$ cat config.mk
export PLATFORM = sky130hd
export DESIGN_NAME = msp_link
export DESIGN_NICKNAME = d
export VERILOG_FILES = /design/src/rtl/msp_pkg.sv /design/src/rtl/msp_ram.sv /design/src/rtl/msp_link.sv
export SDC_FILE = /design/constraint.sdc
export NUM_CORES = 2
export LEC_CHECK = 0
export BUFFER_PORTS_ARGS = -buffer_cell sky130_fd_sc_hd__buf_2
export CAP_MARGIN = 20
export CORE_UTILIZATION = 40
export CTS_CLUSTER_DIAMETER = 150
export CTS_CLUSTER_SIZE = 25
export DETAILED_ROUTE_END_ITERATION = 6
export PLACE_DENSITY = 0.51
export SLEW_MARGIN = 10
export SYNTH_ARGS = -nofsm -noshare
export SYNTH_HDL_FRONTEND = slang
export SYNTH_SLANG_ARGS = --single-unit
$ cat constraint.sdc
create_clock -name clk -period 3.7 [get_ports clk]
set_input_delay 0.185 -clock clk [delete_from_list [all_inputs] [get_ports clk]]
set_output_delay 0.185 -clock clk [all_outputs]
set_load 0.02 [all_outputs]
$ cat src/rtl/msp_pkg.sv
// Shared types, constants and helpers for the multi-stack shared pool.
`default_nettype none

package msp_pkg;

  localparam int NUM_STACKS = 4;
  localparam int POOL_SLOTS = 256;
  localparam int SIDX_W     = 2;
  localparam int DATA_W     = 32;
  localparam int SLOT_W     = $clog2(POOL_SLOTS);
  localparam int PTR_W      = $clog2(POOL_SLOTS + 1);

  // stream packing: stack_index then push_value, padded to whole bytes
  localparam int IN_TDATA_W  = ((SIDX_W + DATA_W + 7) / 8) * 8;
  localparam int OUT_TDATA_W = ((DATA_W + 7) / 8) * 8;

  typedef logic [PTR_W-1:0]  ptr_t;
  typedef logic [SLOT_W-1:0] slot_t;
  typedef logic [SIDX_W-1:0] sidx_t;
  typedef logic [DATA_W-1:0] data_t;

  // null pointer: one past the last slot
  localparam ptr_t PTR_NULL = PTR_W'(POOL_SLOTS);

  typedef enum logic {
    CMD_PUSH = 1'b0,
    CMD_POP  = 1'b1
  } cmd_t;

  typedef enum logic [1:0] {
    ST_DONE  = 2'd0,
    ST_FULL  = 2'd1,
    ST_EMPTY = 2'd2
  } status_t;

  typedef struct packed {
    logic  we;
    slot_t waddr;
    ptr_t  wdata;
    logic  re;
    slot_t raddr;
  } link_req_t;

  typedef struct packed {
    logic  we;
    slot_t waddr;
    data_t wdata;
    logic  re;
    slot_t raddr;
  } data_req_t;

  function automatic logic is_null(ptr_t p);
    return p >= PTR_NULL;
  endfunction

  function automatic slot_t to_slot(ptr_t p);
    return p[SLOT_W-1:0];
  endfunction

  function automatic ptr_t to_ptr(slot_t s);
    return PTR_W'(s);
  endfunction

endpackage

`default_nettype wire

$ cat src/rtl/msp_ram.sv
// Generic simple dual-port RAM, one write and one registered read port.
`default_nettype none

module msp_ram #(
  parameter int WIDTH = 32,
  parameter int DEPTH = 256
) (
  input  wire logic                     clk,
  input  wire logic                     we,
  input  wire logic [$clog2(DEPTH)-1:0] waddr,
  input  wire logic [WIDTH-1:0]         wdata,
  input  wire logic                     re,
  input  wire logic [$clog2(DEPTH)-1:0] raddr,
  output logic      [WIDTH-1:0]         rdata
);

  logic [WIDTH-1:0] mem [DEPTH];

  always_ff @(posedge clk) begin
    if (we) begin
      mem[waddr] <= wdata;
    end
  end

  always_ff @(posedge clk) begin
    if (re) begin
      rdata <= mem[raddr];
    end
  end

endmodule

`default_nettype wire

$ cat src/rtl/msp_link.sv
// Link store: link RAM plus per-slot valid bits giving the reset chain.
`default_nettype none

module msp_link
  import msp_pkg::*;
(
  input  wire logic      clk,
  input  wire logic      rst_n,
  input  wire link_req_t req,
  output ptr_t           rdata
);

  logic [POOL_SLOTS-1:0] vld_r;
  logic                  vld_q_r;
  slot_t                 addr_q_r;
  ptr_t                  ram_q;

  msp_ram #(
    .WIDTH (PTR_W),
    .DEPTH (POOL_SLOTS)
  ) u_ram (
    .clk   (clk),
    .we    (req.we),
    .waddr (req.waddr),
    .wdata (req.wdata),
    .re    (req.re),
    .raddr (req.raddr),
    .rdata (ram_q)
  );

  // a slot never written still holds its reset link: slot + 1 (last gives null)
  always_ff @(posedge clk) begin
    if (!rst_n) begin
      vld_r <= '0;
    end else if (req.we) begin
      vld_r[req.waddr] <= 1'b1;
    end
  end

  always_ff @(posedge clk) begin
    if (req.re) begin
      vld_q_r  <= vld_r[req.raddr];
      addr_q_r <= req.raddr;
    end
  end

  assign rdata = vld_q_r ? ram_q : to_ptr(addr_q_r) + PTR_W'(1);

endmodule

`default_nettype wire

==> metrics.txt <==
status=finished clean; Hold Vio Cnt, Final=0; Post-Route Utilization=between 40% and 50%; row count=182; register area=74900 um2; final period utilization=~85%; die footprint=250000 um2; post-CTS resize count=0; Multi-input gate area=roughly 23000 um2; placed cell area=about 110000 um2; iteration count of the initial detailed-routing pass=5; most area-consuming cells after synthesis=edfxtp_1 (70%), mux4_2 (12%), dfxtp_1 (5.2%); root buf cell=clkbuf_16; Seq cells post-synth=2578; Mapped Area=approximately 99000 um2; Synth warnings=0; worst skew pair latency=between 800 and 900 ps; Post-route DRC=0; worst hold slack=approximately 130 ps; initial core utilization=40.3%; top cell type's share of synthesized area=about 70%; Num CTS Buffers=113; Max-Cap Viols=0; CTS tree=yes; final setup margin=roughly 570 ps; first-pass GRT wire length=391000 um; CP max FO=23; setup violators final=0; Worst Hold Endpoint=addr_q_r[5]; largest net degree at the start of global routing=around 130; fin crit period=roughly 3100 ps; WHS Path Cells=2; syn_nets=5024; vias=50500; DRT iter0 DRCs=approximately 5700; chip width=between 500 and 600 um; Final Slew Violations=0; Top FF cell, synth=edfxtp_1; Clock Skew=slightly above 50 ps; Final Wtd Congestion=0.820; IO Count=38; NetSw=~11 mW; clock transition at the registers of the reported paths=between 100 and 150 ps; startpoint types=primary input; Reg2Reg Setup Slack=between 500 and 600 ps; P per Cell Area=452 nW/um2; Via-to-Cell Ratio=roughly 5.7; WL per Instance=approximately 32 um; Net Sw Frac=approximately 22%; worst r2r src=u_ram.mem[158][8]; Fmax=roughly 0.32 GHz; core area=around 250000 um2; Int Pwr=a little under 40 mW; layout filler cell count=between 20000 and 25000; Die H=between 500 and 600 um; worst vdd ir=0.428 mV; share of layout cells above drive strength 1=22.8%; initial antenna violation count=21; Overflow after GRT=0; R2R depth=6; unrepaired setup endpoints after global routing=false; library cells used by synthesis=47; CP required=approximately 4300 ps; Async SR Flop Fraction=0%; CTS H-Tree Depth=3; terminus of the critical flop-to-flop path=u_ram.rdata[8]; port bufs=37; Hold Path Class=in -> reg; dpl ws=-377 ps; Syn Inst Count=about 5000; synth-to-layout area growth=11.1%; antenna-violating nets left=0; Clock Path Buffers=3; nets@finish=5398; hold path start=req[5]; Worst Tran Pin Value=1240 ps; clk sinks=2578; GRT Overall Usage=between 20 and 25%; Comb pwr share=under 10%; setup TNS=0 ps; Max-slew headroom=~17%; number of global-route vias before repair=between 40000 and 50000; HPWL Detailed=approximately 180000 um; sequential share of power=63.7%; leakage=roughly 35 nW; area leader, netlist=edfxtp_1; power share of the clock group=between 20% and 30%; final instance area=110000 um2; Seq/Total Area, Yosys=between 70% and 80%; Worst Path Arrival=3720 ps; WL final=around 280000 um; Worst Setup End Kind=register; number of synthesized flops with an enable pin=roughly 2300; Avg Cell Area, Syn=slightly below 20 um2; CP Class=in -> reg
## cells by family (layout without fill, tap and decap cells)
family	Yosys count	in the layout	synth area share (%)
flops	2578	2578	75.4
mux	881	881	15.6
compound gates	711	711	5.18
simple gates	483	483	2.13
buf+inv	334	805	1.70
xor+xnor	6	6	0.0529
fa+ha+maj	1	1	0.0126
other cells	0	6	0
## how the worst max path moves through the flow
| stage | from | to | slack [ps] | cells after the start |
|---|---|---|---|---|
| 6_report | req[2] | u_ram.rdata[5] | 570 | 12 |
| 5_1_grt | req[2] | u_ram.rdata[5] | 490 | 12 |
| 4_1_cts | req[2] | u_ram.rdata[5] | 510 | 12 |
| 3_5_place_dp | req[0] | u_ram.rdata[5] | -380 | 10 |
| 3_3_place_gp | req[0] | u_ram.rdata[5] | -380 | 10 |
| 2_1_floorplan | req[0] | u_ram.rdata[0] | 1310 | 10 |
## layer usage
layer / GRT usage, % / up-vias / share of wire (%)
met4: 4.96 / 2 / 2.0
met2: 35.5 / 1414 / 48
met5: 0 / - / 0.0040
met3: 2.49 / 228 / 5.2
met1: 32.2 / 27600 / 45
li1: - / 21300 / -
## state kept, by name, summed over array words and instances (netlist names)
register / count
vld_r: 256
u_ram.mem: 2304
addr_q_r: 8
u_ram.rdata: 9
vld_q_r: 1
## synth_stat cells, drive strengths merged (6+ instances only)
cell type	number
a2111oi	7
a211oi	42
a21oi	102
a221oi	20
a22o	20
a311oi	10
a31oi	7
and3	7
buf	149
clkbuf	178
dfxtp	256
edfxtp	2322
inv	6
mux2i	346
mux4	530
nand2	44
nand3	30
nand4	8
nor2	287
nor2b	25
nor3	39
nor4	20
o21a	256
o21ai	23
o221ai	122
o22ai	87
o311ai	7
or3	6
## power groups by stage
stage / combinational [mW] / sequential (mW) / clock, mW
finish: 3.29 / 31.8 / 14.8
global route: 3.46 / 31.8 / 16.1
CTS: 3.34 / 31.8 / 15.3
detailed placement: 3.32 / 32.4 / 0
global placement: 3.30 / 32.4 / 0
floorplan: 1.62 / 32.4 / 0
## cell usage in the layout, fill, tap and decap left out, types with 22 or more instances in the layout
master / n
o21a_1: 256
nor2_1: 286
nor2b_1: 23
a211oi_1: 42
nand2_1: 44
nand3_1: 22
buf_4: 478
clkbuf_1: 91
mux2i_1: 346
o21ai_0: 23
a21oi_1: 102
nor3_1: 39
mux4_2: 530
dfxtp_1: 256
o221ai_1: 122
o22ai_1: 87
edfxtp_1: 2322
buf_12: 55
clkbuf_16: 114
buf_2: 23
## stage by stage
step,total power [mW],std cells
final,49.9,8783
after global routing,51.4,8780
after CTS,50.4,8777
after detailed placement,35.8,8549
after global placement,35.7,8546
after floorplan,34.0,4994
## final cells by class
class / instances / area share (%)
inverter: 7 / 0.0284
clock buffer: 206 / 2.90
sequential: 2578 / 67.9
multi-input combinational: 2082 / 20.7
antenna: 6 / 0.0136
clock inverter: 6 / 0.0544
tap: 3312 / 3.76
timing repair buffer: 586 / 4.69
## repair_timing
action	4_1_cts	5_1_grt
buffers inserted	0	0
setup endpoints to repair	0	0
hold endpoints to repair	685	0
hold buffers	16	0
## critical path: stages
cell and delay (ps):
dlygate4sd3_1 540, clkbuf_8 280, or2_4 350, buf_12 240, buf_4 250, o221ai_1 290
a21oi_1 230, nor3_1 60, nor4_1 750, buf_4 240, a21oi_1 50, and3_1 150
Note: power is estimated with default switching activity, not from simulation.
