--- src/rtl/msp_pkg.sv ---
// Shared types, constants and helpers for the multi-stack shared pool.
`default_nettype none

package msp_pkg;

  localparam int NUM_STACKS = 4;
  localparam int POOL_SLOTS = 256;
  localparam int SIDX_W     = 2;
  localparam int DATA_W     = 32;
  localparam int SLOT_W     = $clog2(POOL_SLOTS);
  localparam int PTR_W      = $clog2(POOL_SLOTS + 1);

  // stream packing: stack_index then push_value, padded to whole bytes
  localparam int IN_TDATA_W  = ((SIDX_W + DATA_W + 7) / 8) * 8;
  localparam int OUT_TDATA_W = ((DATA_W + 7) / 8) * 8;

  typedef logic [PTR_W-1:0]  ptr_t;
  typedef logic [SLOT_W-1:0] slot_t;
  typedef logic [SIDX_W-1:0] sidx_t;
  typedef logic [DATA_W-1:0] data_t;

  // null pointer: one past the last slot
  localparam ptr_t PTR_NULL = PTR_W'(POOL_SLOTS);

  typedef enum logic {
    CMD_PUSH = 1'b0,
    CMD_POP  = 1'b1
  } cmd_t;

  typedef enum logic [1:0] {
    ST_DONE  = 2'd0,
    ST_FULL  = 2'd1,
    ST_EMPTY = 2'd2
  } status_t;

  typedef struct packed {
    logic  we;
    slot_t waddr;
    ptr_t  wdata;
    logic  re;
    slot_t raddr;
  } link_req_t;

  typedef struct packed {
    logic  we;
    slot_t waddr;
    data_t wdata;
    logic  re;
    slot_t raddr;
  } data_req_t;

  function automatic logic is_null(ptr_t p);
    return p >= PTR_NULL;
  endfunction

  function automatic slot_t to_slot(ptr_t p);
    return p[SLOT_W-1:0];
  endfunction

  function automatic ptr_t to_ptr(slot_t s);
    return PTR_W'(s);
  endfunction

endpackage

`default_nettype wire

--- src/rtl/msp_alloc.sv ---
// Stack tops, free list head and prefetched next links; executes one beat.
`default_nettype none

module msp_alloc
  import msp_pkg::*;
(
  input  wire logic  clk,
  input  wire logic  rst_n,
  input  wire logic  exec,
  input  wire cmd_t  cmd,
  input  wire sidx_t sidx,
  input  wire data_t push_value,
  input  wire ptr_t  link_rdata,
  output link_req_t  link_req,
  output data_req_t  data_req,
  output status_t    status,
  output logic       pop_ok
);

  ptr_t  free_head_r, free_head_nxt;
  ptr_t  free_next_r, free_next_nxt;
  ptr_t  top_r       [NUM_STACKS];
  ptr_t  top_nxt     [NUM_STACKS];
  ptr_t  top_next_r  [NUM_STACKS];
  ptr_t  top_next_nxt[NUM_STACKS];
  logic  pend_free_r, pend_free_nxt;
  logic  pend_top_r,  pend_top_nxt;
  sidx_t pend_sidx_r, pend_sidx_nxt;

  ptr_t  eff_free_next;
  ptr_t  eff_top_next[NUM_STACKS];
  ptr_t  cur_top;
  ptr_t  cur_top_next;
  logic  in_range;
  logic  push_can;
  logic  pop_can;

  // link read issued last cycle lands now; forward it ahead of the register
  always_comb begin
    eff_free_next = pend_free_r ? link_rdata : free_next_r;
    for (int i = 0; i < NUM_STACKS; i++) begin
      eff_top_next[i] = (pend_top_r && pend_sidx_r == SIDX_W'(i)) ? link_rdata
                                                                  : top_next_r[i];
    end
  end

  assign in_range     = int'(sidx) < NUM_STACKS;
  assign cur_top      = top_r[sidx];
  assign cur_top_next = eff_top_next[sidx];
  assign push_can     = (cmd == CMD_PUSH) && in_range && !is_null(free_head_r);
  assign pop_can      = (cmd == CMD_POP) && in_range && !is_null(cur_top);
  assign pop_ok       = pop_can;

  always_comb begin
    if (cmd == CMD_PUSH) begin
      status = push_can ? ST_DONE : ST_FULL;
    end else begin
      status = pop_can ? ST_DONE : ST_EMPTY;
    end
  end

  always_comb begin
    free_head_nxt = free_head_r;
    free_next_nxt = eff_free_next;
    for (int i = 0; i < NUM_STACKS; i++) begin
      top_nxt[i]      = top_r[i];
      top_next_nxt[i] = eff_top_next[i];
    end
    pend_free_nxt = 1'b0;
    pend_top_nxt  = 1'b0;
    pend_sidx_nxt = pend_sidx_r;

    link_req       = '0;
    link_req.waddr = to_slot(free_head_r);
    link_req.raddr = to_slot(eff_free_next);
    data_req       = '0;
    data_req.waddr = to_slot(free_head_r);
    data_req.wdata = push_value;
    data_req.raddr = to_slot(cur_top);

    if (exec && push_can) begin
      // head of free list becomes the new top, linked to the old top
      data_req.we        = 1'b1;
      link_req.we        = 1'b1;
      link_req.wdata     = cur_top;
      top_nxt[sidx]      = free_head_r;
      top_next_nxt[sidx] = cur_top;
      free_head_nxt      = eff_free_next;
      if (is_null(eff_free_next)) begin
        free_next_nxt = PTR_NULL;
      end else begin
        link_req.re   = 1'b1;
        pend_free_nxt = 1'b1;
      end
    end else if (exec && pop_can) begin
      // top slot goes back to the head of the free list
      data_req.re        = 1'b1;
      link_req.we        = 1'b1;
      link_req.waddr     = to_slot(cur_top);
      link_req.wdata     = free_head_r;
      free_head_nxt      = cur_top;
      free_next_nxt      = free_head_r;
      top_nxt[sidx]      = cur_top_next;
      link_req.raddr     = to_slot(cur_top_next);
      if (is_null(cur_top_next)) begin
        top_next_nxt[sidx] = PTR_NULL;
      end else begin
        link_req.re   = 1'b1;
        pend_top_nxt  = 1'b1;
        pend_sidx_nxt = sidx;
      end
    end
  end

  always_ff @(posedge clk) begin
    if (!rst_n) begin
      free_head_r <= '0;
      free_next_r <= PTR_W'(1);
      for (int i = 0; i < NUM_STACKS; i++) begin
        top_r[i]      <= PTR_NULL;
        top_next_r[i] <= PTR_NULL;
      end
      pend_free_r <= 1'b0;
      pend_top_r  <= 1'b0;
      pend_sidx_r <= '0;
    end else begin
      free_head_r <= free_head_nxt;
      free_next_r <= free_next_nxt;
      for (int i = 0; i < NUM_STACKS; i++) begin
        top_r[i]      <= top_nxt[i];
        top_next_r[i] <= top_next_nxt[i];
      end
      pend_free_r <= pend_free_nxt;
      pend_top_r  <= pend_top_nxt;
      pend_sidx_r <= pend_sidx_nxt;
    end
  end

`ifndef SYNTHESIS
  a_one_link_read: assert property (@(posedge clk) disable iff (!rst_n)
    !(pend_free_r && pend_top_r))
    else $error("two link reads outstanding at once");

  a_push_advances: assert property (@(posedge clk) disable iff (!rst_n)
    (exec && push_can) |=> free_head_r == $past(eff_free_next))
    else $error("push did not advance the free head");

  a_pop_frees: assert property (@(posedge clk) disable iff (!rst_n)
    (exec && pop_can) |=> free_head_r == $past(cur_top))
    else $error("pop did not return its slot to the free list");

  for (genvar g = 0; g < NUM_STACKS; g++) begin : g_chk
    a_head_not_top: assert property (@(posedge clk) disable iff (!rst_n)
      !is_null(free_head_r) |-> free_head_r != top_r[g])
      else $error("free head is also a stack top");
  end
`endif

endmodule

`default_nettype wire

--- config.mk ---
export PLATFORM = sky130hd
export DESIGN_NAME = msp_alloc
export DESIGN_NICKNAME = d
export VERILOG_FILES = /design/src/rtl/msp_pkg.sv /design/src/rtl/msp_alloc.sv
export SDC_FILE = /design/constraint.sdc
export NUM_CORES = 1
export LEC_CHECK = 0
export BUFFER_PORTS_ARGS = -buffer_cell sky130_fd_sc_hd__buf_2
export CAP_MARGIN = 20
export CELL_PAD_IN_SITES_DETAIL_PLACEMENT = 1
export CELL_PAD_IN_SITES_GLOBAL_PLACEMENT = 1
export CORE_MARGIN = 1
export CORE_UTILIZATION = 25
export CTS_CLUSTER_DIAMETER = 80
export DETAILED_ROUTE_END_ITERATION = 12
export PLACE_DENSITY = 0.64
export SLEW_MARGIN = 20
export SYNTH_ARGS = -nofsm -noshare
export SYNTH_HDL_FRONTEND = slang
export SYNTH_SLANG_ARGS = --single-unit
--- constraint.sdc ---
create_clock -name clk -period 5.62 [get_ports clk]
set_input_delay 1.124 -clock clk [delete_from_list [all_inputs] [get_ports clk]]
set_output_delay 1.124 -clock clk [all_outputs]
set_load 0.02 [all_outputs]
==> out/metrics.csv <==
metric;value;unit
fin_util;28.21;%
swShare;27.18;%
synth_edf_count;0;
worstSetupPathType;in -> out;
drt_iter0_drc;242;
vias;4611;
routed_wl;17650;microns
syn-cell-area;5219;sq um
yosysTopAreaCellShare;36.06;%
grt_max_degree;56;
path_cells;buf_2 -> mux4_2 -> or2_1 -> clkinv_2 -> mux2_2 -> buf_2;
path_max_fanout;34;
setup_viol;0;
cts_hold_buf;0;
comb_power_share;11.5;%
worst_pin_slew;1.110;ns
syn_area_per_cell;8.967;sq um
drcViolationCount;0;
setup_tns;0;ns
die_area;21460;sq um
rr_startpoint;pend_sidx_r[1];
h-tree-depth;3;
crit_path_start_kind;primary input;
rsz0062_at_grt;no;
busiest_layer;met2;
drv_slew;0;
clkPwrFrac;42.4;%
met1_usage;21.19;%
grtUsageTotal;16.62;%
fin_crit;4.477;ns
numCtsBuffers;9;
met2_usage;27.88;%
min_from;top_r[3][8];
power_density;259.7;nW/um^2
p_leak;2.308;nW
hold_viol;0;
synth-warning-count;0;
min_path_type;reg -> reg;
synth_area_leaders;dfxtp_1 36%, mux2i_1 10%, mux4_2 7.3%;
synthCells;582;
viasPerCell;5.380;
ant_nets;0;
synthDistinctLibCells;42;
clockRootBuffer;clkbuf_16;
grt_pass1_wl;27710;microns
async_reset_ff_share;0;%
drv_cap;0;
grt_pass1_vias;4766;
rrSetupSlack;2.62;ns
status;complete, no violations;
synth_nets;629;
die_w;146.5;microns
nets;629;
cts_max_path_buffers;2;
drive_gt1_share;19.93;%
synthToLayoutAreaGrowth;10.07;%
crit_path_top_delay_cell;clkinv_2;
cellInternalPower;0.001086;W
ys_ff_latch;94;
worstPathRequired;4.50;ns
cts_tree;yes;
synth.most_common_cell;dfxtp_1;
post_cts_buffers;0;
cts_resized;0;
ir_drop;147.2;uV
max_stage_delay;0.59;ns
synth_top_area_cell;dfxtp_1;
cpMostUsedCell;buf_2;
min_to;top_r[3][8];
drtPass1Iterations;4;
path_clk_slew;0.07;ns
gp_congestion;0.7590;
end_kind;output port;
ys.flop_type;dfxtp_1;
slew_headroom;25.82;%
initial_utilization;25.63;%
fmax;223.3;MHz
io_buffers;62;
antenna_found_initial;0;
synthTopCellsByCount;94 x dfxtp_1, 87 x nand2_1, 52 x mux2i_1, 51 x nor2_1, 42 x buf_4;
core;20360;sq um
overflow;0;
clock_latency;0.35;ns
place_hpwl;11950;microns
min_delay_path_depth;2;
fin_cells;857;
yosysSeqAreaShare;36.06;%
cp.arrival;3.35;ns
fin_skew;0.01231;ns
diodes;0;
die_h;146.5;microns
grt.met3_usage;2.063;%
cts_sinks;94;
p_switching;0.0004055;W
rr_worst_depth;5;
io_pins;127;
dp_cells;841;
routedWlPerCell;20.60;microns
rows;52;
fin_crit_sh;79.67;%
seqPwrFrac;46.1;%
rr_endpoint;top_next_r[1][3];
==> flip-flops by register name (all words and copies together) (netlist names) <==
signal,count
free_head_r,9
free_next_r,9
pend_free_r,1
pend_sidx_r,2
pend_top_r,1
top_next_r,36
top_r,36
==> worst max-delay path, delay by kind of cell <==
family                 cells  cell delay (ns)
buffers and inverters      3             0.86
multiplexers               2             0.90
AND/OR/NAND/NOR            1             0.45
==> area by class of cell <==
| class | instances | area (sq um) |
|---|---|---|
| timing repair buffer | 73 | 395.4 |
| inverter | 4 | 16.27 |
| sequential | 94 | 1882 |
| multi-input combinational | 400 | 2814 |
| clock buffer | 11 | 242.7 |
| tap | 270 | 337.8 |
| clock inverter | 5 | 56.30 |
| fill | 2397 | 14620 |
==> stage by stage <==
step                hold WS [ns]   power, W  setup slack (ns)  area, sq um
floorplan                 0.4336  0.0008461             1.600         5219
global placement          0.4705  0.0008675             1.226         5443
detailed placement        0.4773  0.0008730             1.150         5443
CTS                       0.4983   0.001499             1.151         5742
global route              0.5292   0.001543            0.9879         5744
finish                    0.4954   0.001492             1.143         5744
==> routing by layer <==
layer / routed length [microns] / part of all wire, %
met5: 0 / 0
met4: 473 / 2.7
met3: 866 / 4.9
met2: 8486 / 48
met1: 7826 / 44
==> power by group through the flow <==
stage	logic, W	clock network, W	registers (W)
2_1_floorplan	0.000148	0	0.000698
3_3_place_gp	0.000166	0	0.000702
3_5_place_dp	0.000170	0	0.000703
4_1_cts	0.000171	0.000640	0.000687
5_1_grt	0.000184	0.000671	0.000689
6_report	0.000172	0.000633	0.000687
==> worst max path at each step <==
| stage | startpoint | to | slack, ns | cells after the start |
|---|---|---|---|---|
| 6_report | sidx[0] | link_req[18] | 1.14 | 6 |
| 5_1_grt | sidx[0] | link_req[18] | 0.99 | 6 |
| 4_1_cts | sidx[0] | link_req[18] | 1.15 | 6 |
| 3_5_place_dp | sidx[0] | link_req[18] | 1.15 | 6 |
| 3_3_place_gp | sidx[0] | link_req[20] | 1.23 | 6 |
| 2_1_floorplan | sidx[0] | link_req[1] | 1.60 | 6 |
==> cells by family after synthesis <==
logic type / share of synthesized area [%]
AO/OA/AOI/OAI: 21.31
buffers and inverters: 10.12
flip-flops: 36.06
multiplexers: 18.39
AND/OR/NAND/NOR: 14.12
==> cells in the final DEF (no fill, tap or decap), types with 2 or more instances in the layout <==
| master | instances |
|---|---|
| nand3_1 | 19 |
| nor2b_1 | 5 |
| and2_1 | 3 |
| nand3b_1 | 2 |
| clkinv_2 | 3 |
| a221o_1 | 2 |
| clkbuf_16 | 9 |
| buf_2 | 61 |
| buf_4 | 12 |
| nor3_1 | 2 |
| nand2_1 | 87 |
| a32o_1 | 32 |
| a21oi_1 | 27 |
| mux4_2 | 17 |
| mux2i_1 | 52 |
| a211oi_1 | 2 |
| o21a_1 | 5 |
| a2bb2oi_1 | 7 |
| dfxtp_1 | 94 |
| nor2_1 | 51 |
| o21ai_0 | 41 |
| a22oi_1 | 2 |
| a22o_1 | 7 |
| mux2_2 | 5 |
| a221oi_1 | 16 |
| o211ai_4 | 2 |
| nand2b_1 | 2 |
| o211ai_1 | 2 |
(Power assumes the default switching activity.)
